--- src/hw/rtl/qfe_pkg.sv ---
`timescale 1ns / 1ps
`default_nettype none
// ----------------------------------------------------------------------------
// qfe_pkg
// shared constants, codes and controller/datapath command types
// ----------------------------------------------------------------------------
package qfe_pkg;

    localparam int NUM_VARIABLES = 8;
    localparam int IDX_W         = (NUM_VARIABLES > 1) ? $clog2(NUM_VARIABLES) : 1;
    localparam int A_DEPTH       = NUM_VARIABLES * NUM_VARIABLES;
    localparam int A_AW          = (A_DEPTH > 1) ? $clog2(A_DEPTH) : 1;

    // transaction modes
    localparam logic [2:0] MODE_WR_QUAD  = 3'd0;
    localparam logic [2:0] MODE_WR_LIN   = 3'd1;
    localparam logic [2:0] MODE_WR_CONST = 3'd2;
    localparam logic [2:0] MODE_EVAL     = 3'd3;
    localparam logic [2:0] MODE_TRANS    = 3'd4;
    localparam logic [2:0] MODE_CLEAR    = 3'd5;

    // sequencer term steps
    localparam logic [2:0] STEP_LIN  = 3'd0; // b[i]*x[i] into sum
    localparam logic [2:0] STEP_XX   = 3'd1; // x[i]*x[j], kept
    localparam logic [2:0] STEP_XXA  = 3'd2; // (x[i]*x[j])*a into sum
    localparam logic [2:0] STEP_BI   = 3'd3; // a*x[j] into b[i]
    localparam logic [2:0] STEP_BJ   = 3'd4; // a*x[i] into b[j]
    localparam logic [2:0] STEP_AXI  = 3'd5; // a*x[i], kept
    localparam logic [2:0] STEP_AXIJ = 3'd6; // (a*x[i])*x[j] into sum

    typedef struct packed {
        logic             accept;
        logic             init;
        logic             fetch;
        logic             mul;
        logic             prod;
        logic             rnd;
        logic             add;
        logic             done;
        logic             trans;
        logic [2:0]       step;
        logic [IDX_W-1:0] i;
        logic [IDX_W-1:0] j;
    } t_cmd;

    typedef struct packed {
        logic out_free;
    } t_sts;

endpackage
`default_nettype wire

--- src/hw/rtl/qfe_ctrl.sv ---
`timescale 1ns / 1ps
`default_nettype none
// ----------------------------------------------------------------------------
// qfe_ctrl
// input handshake and term sequencer over the (i, j) index pairs
// ----------------------------------------------------------------------------
module qfe_ctrl (
    input  wire logic        i_clk,
    input  wire logic        i_rst_n,
    input  wire logic        i_valid,
    input  wire logic [2:0]  i_mode,
    input  wire logic        i_last,
    output logic             o_stall,
    input  qfe_pkg::t_sts    i_sts,
    output qfe_pkg::t_cmd    o_cmd
);
    import qfe_pkg::*;

    localparam logic [2:0] S_IDLE  = 3'd0;
    localparam logic [2:0] S_INIT  = 3'd1;
    localparam logic [2:0] S_FETCH = 3'd2;
    localparam logic [2:0] S_MUL   = 3'd3;
    localparam logic [2:0] S_PROD  = 3'd4;
    localparam logic [2:0] S_RND   = 3'd5;
    localparam logic [2:0] S_ADD   = 3'd6;
    localparam logic [2:0] S_DONE  = 3'd7;

    localparam logic [IDX_W-1:0] IDX_LAST = IDX_W'(NUM_VARIABLES - 1);

    logic [2:0]       r_state, n_state;
    logic [2:0]       r_step, n_step;
    logic [IDX_W-1:0] r_i, n_i, r_j, n_j;
    logic             r_trans, n_trans;
    logic             accept, start;

    assign o_stall = (r_state != S_IDLE);
    assign accept  = i_valid && !o_stall;
    assign start   = accept && i_last && (i_mode == MODE_EVAL || i_mode == MODE_TRANS);

    always_comb begin
        n_state = r_state;
        n_step  = r_step;
        n_i     = r_i;
        n_j     = r_j;
        n_trans = r_trans;
        case (r_state)
            S_IDLE: begin
                if (start) begin
                    n_trans = (i_mode == MODE_TRANS);
                    n_state = S_INIT;
                end
            end
            S_INIT: begin
                n_i     = '0;
                n_j     = '0;
                n_step  = STEP_LIN;
                n_state = S_FETCH;
            end
            S_FETCH: n_state = S_MUL;
            S_MUL:   n_state = S_PROD;
            S_PROD:  n_state = S_RND;
            S_RND:   n_state = S_ADD;
            S_ADD: begin
                n_state = S_FETCH;
                case (r_step)
                    STEP_LIN: begin
                        if (!r_trans) begin
                            n_j    = '0;
                            n_step = STEP_XX;
                        end else if (r_i != IDX_LAST) begin
                            n_i = r_i + 1'b1;
                        end else begin
                            n_i    = '0;
                            n_j    = '0;
                            n_step = STEP_BI;
                        end
                    end
                    STEP_XX: begin
                        n_step  = STEP_XXA;
                        n_state = S_MUL;
                    end
                    STEP_BI: begin
                        n_step  = STEP_BJ;
                        n_state = S_MUL;
                    end
                    STEP_BJ: begin
                        n_step  = STEP_AXI;
                        n_state = S_MUL;
                    end
                    STEP_AXI: begin
                        n_step  = STEP_AXIJ;
                        n_state = S_MUL;
                    end
                    STEP_XXA, STEP_AXIJ: begin
                        if (r_j != IDX_LAST) begin
                            n_j    = r_j + 1'b1;
                            n_step = r_trans ? STEP_BI : STEP_XX;
                        end else if (r_i != IDX_LAST) begin
                            n_i    = r_i + 1'b1;
                            n_j    = '0;
                            n_step = r_trans ? STEP_BI : STEP_LIN;
                        end else begin
                            n_state = S_DONE;
                        end
                    end
                    default: n_state = S_DONE;
                endcase
            end
            S_DONE: begin
                if (i_sts.out_free) n_state = S_IDLE;
            end
            default: n_state = S_IDLE;
        endcase
    end

    always_ff @(posedge i_clk) begin
        if (!i_rst_n) begin
            r_state <= S_IDLE;
            r_step  <= STEP_LIN;
            r_i     <= '0;
            r_j     <= '0;
            r_trans <= 1'b0;
        end else begin
            r_state <= n_state;
            r_step  <= n_step;
            r_i     <= n_i;
            r_j     <= n_j;
            r_trans <= n_trans;
        end
    end

    always_comb begin
        o_cmd        = '0;
        o_cmd.accept = accept;
        o_cmd.init   = (r_state == S_INIT);
        o_cmd.fetch  = (r_state == S_FETCH);
        o_cmd.mul    = (r_state == S_MUL);
        o_cmd.prod   = (r_state == S_PROD);
        o_cmd.rnd    = (r_state == S_RND);
        o_cmd.add    = (r_state == S_ADD);
        o_cmd.done   = (r_state == S_DONE) && i_sts.out_free;
        o_cmd.trans  = r_trans;
        o_cmd.step   = r_step;
        o_cmd.i      = r_i;
        o_cmd.j      = r_j;
    end

endmodule
`default_nettype wire

--- config.mk ---
export PLATFORM = sky130hd
export DESIGN_NAME = qfe_ctrl
export DESIGN_NICKNAME = d
export VERILOG_FILES = /design/src/hw/rtl/qfe_pkg.sv /design/src/hw/rtl/qfe_ctrl.sv
export SDC_FILE = /design/constraint.sdc
export NUM_CORES = 1
export LEC_CHECK = 0
export BUFFER_PORTS_ARGS = -buffer_cell sky130_fd_sc_hd__buf_2
export CAP_MARGIN = 10
export CORE_MARGIN = 2
export CORE_UTILIZATION = 45
export DETAILED_ROUTE_END_ITERATION = 8
export PLACE_DENSITY = 0.79
export SLEW_MARGIN = 20
export SYNTH_ARGS = -nofsm -noshare
export SYNTH_HDL_FRONTEND = slang
export SYNTH_SLANG_ARGS = --single-unit
--- constraint.sdc ---
create_clock -name i_clk -period 2.31 [get_ports i_clk]
set_input_delay 0.231 -clock i_clk [delete_from_list [all_inputs] [get_ports i_clk]]
set_output_delay 0.231 -clock i_clk [all_outputs]
set_load 0.01 [all_outputs]
==> key figures <==
Status
  • Outcome: finished, final reports clean

Place
  • Post-DP Area: 1100 um^2
  • Post-Place Worst Slack: 0.495 ns
  • RePlAce Congestion: 0.811
  • Cells after DPL: 167
  • Post-DP HPWL: 1670 um
  • Port bufs: 26

STA
  • Layout Skew: 0.00849 ns
  • Hold WS: 0.314 ns
  • Setup-failing EPs final: 0
  • Max_slew headroom: 66.5%
  • Final Hold Vio Count: 0
  • TNS Setup: 0 ns
  • Worst-margin pin slew: 0.497 ns
  • Final period utilization: 79.1%
  • Pins Over Slew Limit: 0
  • RSZ-0062 raised after global routing: no
  • Worst setup margin: 0.482 ns
  • Final Critical Period: 1.83 ns
  • Peak Freq: 0.547 GHz

Clock network
  • Clk_lat worst skew: 0.28 ns
  • Post-CTS Setup Repair Bufs: 0
  • Max clock buf depth: 2
  • Clock transition at the registers of the reported paths: 0.09 ns
  • CTS Buf Count: 3
  • # H-tree levels: 1
  • Hold buffers post-CTS: 0
  • Resized cells post-CTS: 0
  • Root cell of the clock tree: clkbuf_4
  • CTS Sinks: 13
  • CTS tree: yes

Synthesis
  • Synth top area share: 26.6%
  • Synth top area cells: dfxtp_1 27%, ha_1 10%, mux2i_1 7.2%, nand2_1 5.4%, inv_1 3.5%
  • Post-synthesis cell count: 121
  • FFs w/ async S/R, synth: 0%
  • EDFF count, synth: 0
  • Post-synth top flop: dfxtp_1
  • Post-Syn Area: 977 um^2
  • Post-Syn Nets: 137
  • YS warnings: 0
  • Synth Register Bits: 13
  • Avg Cell Area, Syn: 8.08 um^2
  • Top cell type by total area after synthesis: dfxtp_1
  • Yosys cell types: 41
  • Sequential cell area fraction in the yosys report: 26.6%

Detailed routing
  • Drt wl/cell: 12.7 um
  • Routed WL: 2170 um
  • Residual DRC: 0
  • Vias per cell: 5.60
  • Post-route ant nets: 0
  • DR vias: 958
  • DRT iter0 DRCs: 15
  • DRT Pass-1 Iters: 4

Finish
  • Post-layout util: 56.5%
  • Final std cells w/o fill: 171
  • Fraction of layout cells with a size suffix above 1: 22.2%
  • Ant diodes: 0
  • Area delta synth->final: 15.7%
  • Fin area: 1130 um^2
  • Fill cells: 204
  • Nets: 161

Flow run
  • # Max-Cap Violations: 0

GRT
  • Largest net degree at the start of global routing: 20
  • Initial antenna violation count: 0
  • Total grt overflow: 0
  • Number of global-route vias before repair: 881
  • Global-route wire length before repair: 3730 um
  • Total track usage: 18.7%

Floorplan
  • DIE AREA: 2560 um^2
  • Initial Util: 48.8%
  • Io pins: 27
  • Std cell rows: 16
  • Core area: 2000 um^2
  • Horiz. Die Dim: 50.6 um
  • Chip Height: 50.6 um

Power and ir drop
  • Max IR drop VDD: 0.000311 V
  • Leakage: 0.560 nW
  • Tot Pwr: 0.710 mW
  • PD cells: 628 nW/um^2

Worst setup path
  • CP arrival: 2.01 ns
  • CP required: 2.49 ns
  • Crit Path Max Fanout: 10
  • Worst Setup Path Type: reg -> reg
  • Worst setup EP type: register
  • Critical Path Start Type: register

Hold path
  • Worst Hold Class: in -> reg
## cells by family after synthesis
group | after synthesis | synth area share [%]
simple gates | 49 | 29.5
fa+ha+maj | 8 | 10.2
buf+inv | 17 | 7.55
mux | 7 | 7.17
compound gates | 27 | 19.0
flops | 13 | 26.6
## final cells by class
type                            instances  area [um^2]  area share [%]
Multi-Input combinational cell         91          643            56.9
Tap cell                               27         33.8            2.99
Sequential cell                        13          260            23.0
Timing Repair Buffer                   26          130            11.5
Clock buffer                            4         26.3            2.32
Inverter                               10         37.5            3.32
## registers in the layout (all words and copies together) (netlist names)
register	flops
r_trans	1
r_j	3
r_state	3
r_i	3
r_step	3
## synthesized netlist by cell type, types with 2 or more instances
library cell / count
nor2b_1: 5
a21oi_1: 4
and2_1: 4
o32ai_1: 2
inv_1: 9
nor2_1: 2
a21boi_1: 2
and3_1: 2
a31oi_1: 3
nor3b_1: 4
nand2_1: 14
o21a_1: 2
mux2i_1: 7
clkbuf_1: 3
dfxtp_1: 13
ha_1: 8
o21ai_0: 6
nand2b_1: 2
nand3_1: 6
buf_4: 2
## routing by layer
| layer | wire [um] | share of wire (%) | up-vias | global-route usage [%] |
|---|---|---|---|---|
| met4 | 29 | 1.3 | 0 | 6.76 |
| met2 | 1080 | 50 | 25 | 35.7 |
| met3 | 78 | 3.6 | 5 | 1.79 |
| li1 | - | - | 477 | - |
| met1 | 982 | 45 | 451 | 21.2 |
| met5 | 0 | 0 | - | 0 |
## report_power, final
part           internal [mW]  switching [mW]  total [mW]
Sequential             0.237          0.0148       0.252
Clock                 0.0670          0.0769       0.144
Combinational          0.132           0.182       0.314
Total                  0.437           0.274       0.710
## layout by cell type (no fill, tap or decap)
cell type	count
a211oi_1	1
a21bo_1	1
a21boi_1	2
a21oi_1	4
a22o_1	1
a31o_1	1
a31oi_1	3
a41o_1	1
and2_1	4
and3_1	2
and3b_1	1
and4_1	1
and4b_1	1
buf_2	26
clkbuf_1	1
clkbuf_4	3
clkinv_1	1
dfxtp_1	13
ha_1	8
inv_1	9
mux2i_1	7
nand2_1	14
nand2_2	1
nand2b_1	2
nand3_1	6
nand3_2	1
nand3b_1	1
nand4_1	1
nand4b_1	1
nor2_1	2
nor2b_1	5
nor3b_1	4
nor4b_1	1
o2111ai_1	1
o21a_1	2
o21ai_0	6
o22ai_1	1
o2bb2ai_1	1
o32ai_1	2
or4_4	1
## path summary, 6_finish.rpt
kind                           start                    to  slack, ns  depth (start not counted)
max          r_state[0]$_SDFFE_PN0P_   r_j[0]$_SDFFE_PN0P_       0.48                          7
max reg2reg  r_state[0]$_SDFFE_PN0P_   r_j[0]$_SDFFE_PN0P_       0.48                          7
min                        i_mode[1]  r_trans$_SDFFE_PN0P_       0.31                          3
min reg2reg      r_j[1]$_SDFFE_PN0P_   r_j[1]$_SDFFE_PN0P_       0.49                          2
## critical path: stages (launching register included)
cell and delay (ns):
dfxtp_1 0.38, inv_1 0.08, ha_1 0.26, nand2_2 0.12
clkinv_1 0.24, and4_1 0.33, nor3b_1 0.15, a31o_1 0.18
(Power assumes the default switching activity.)
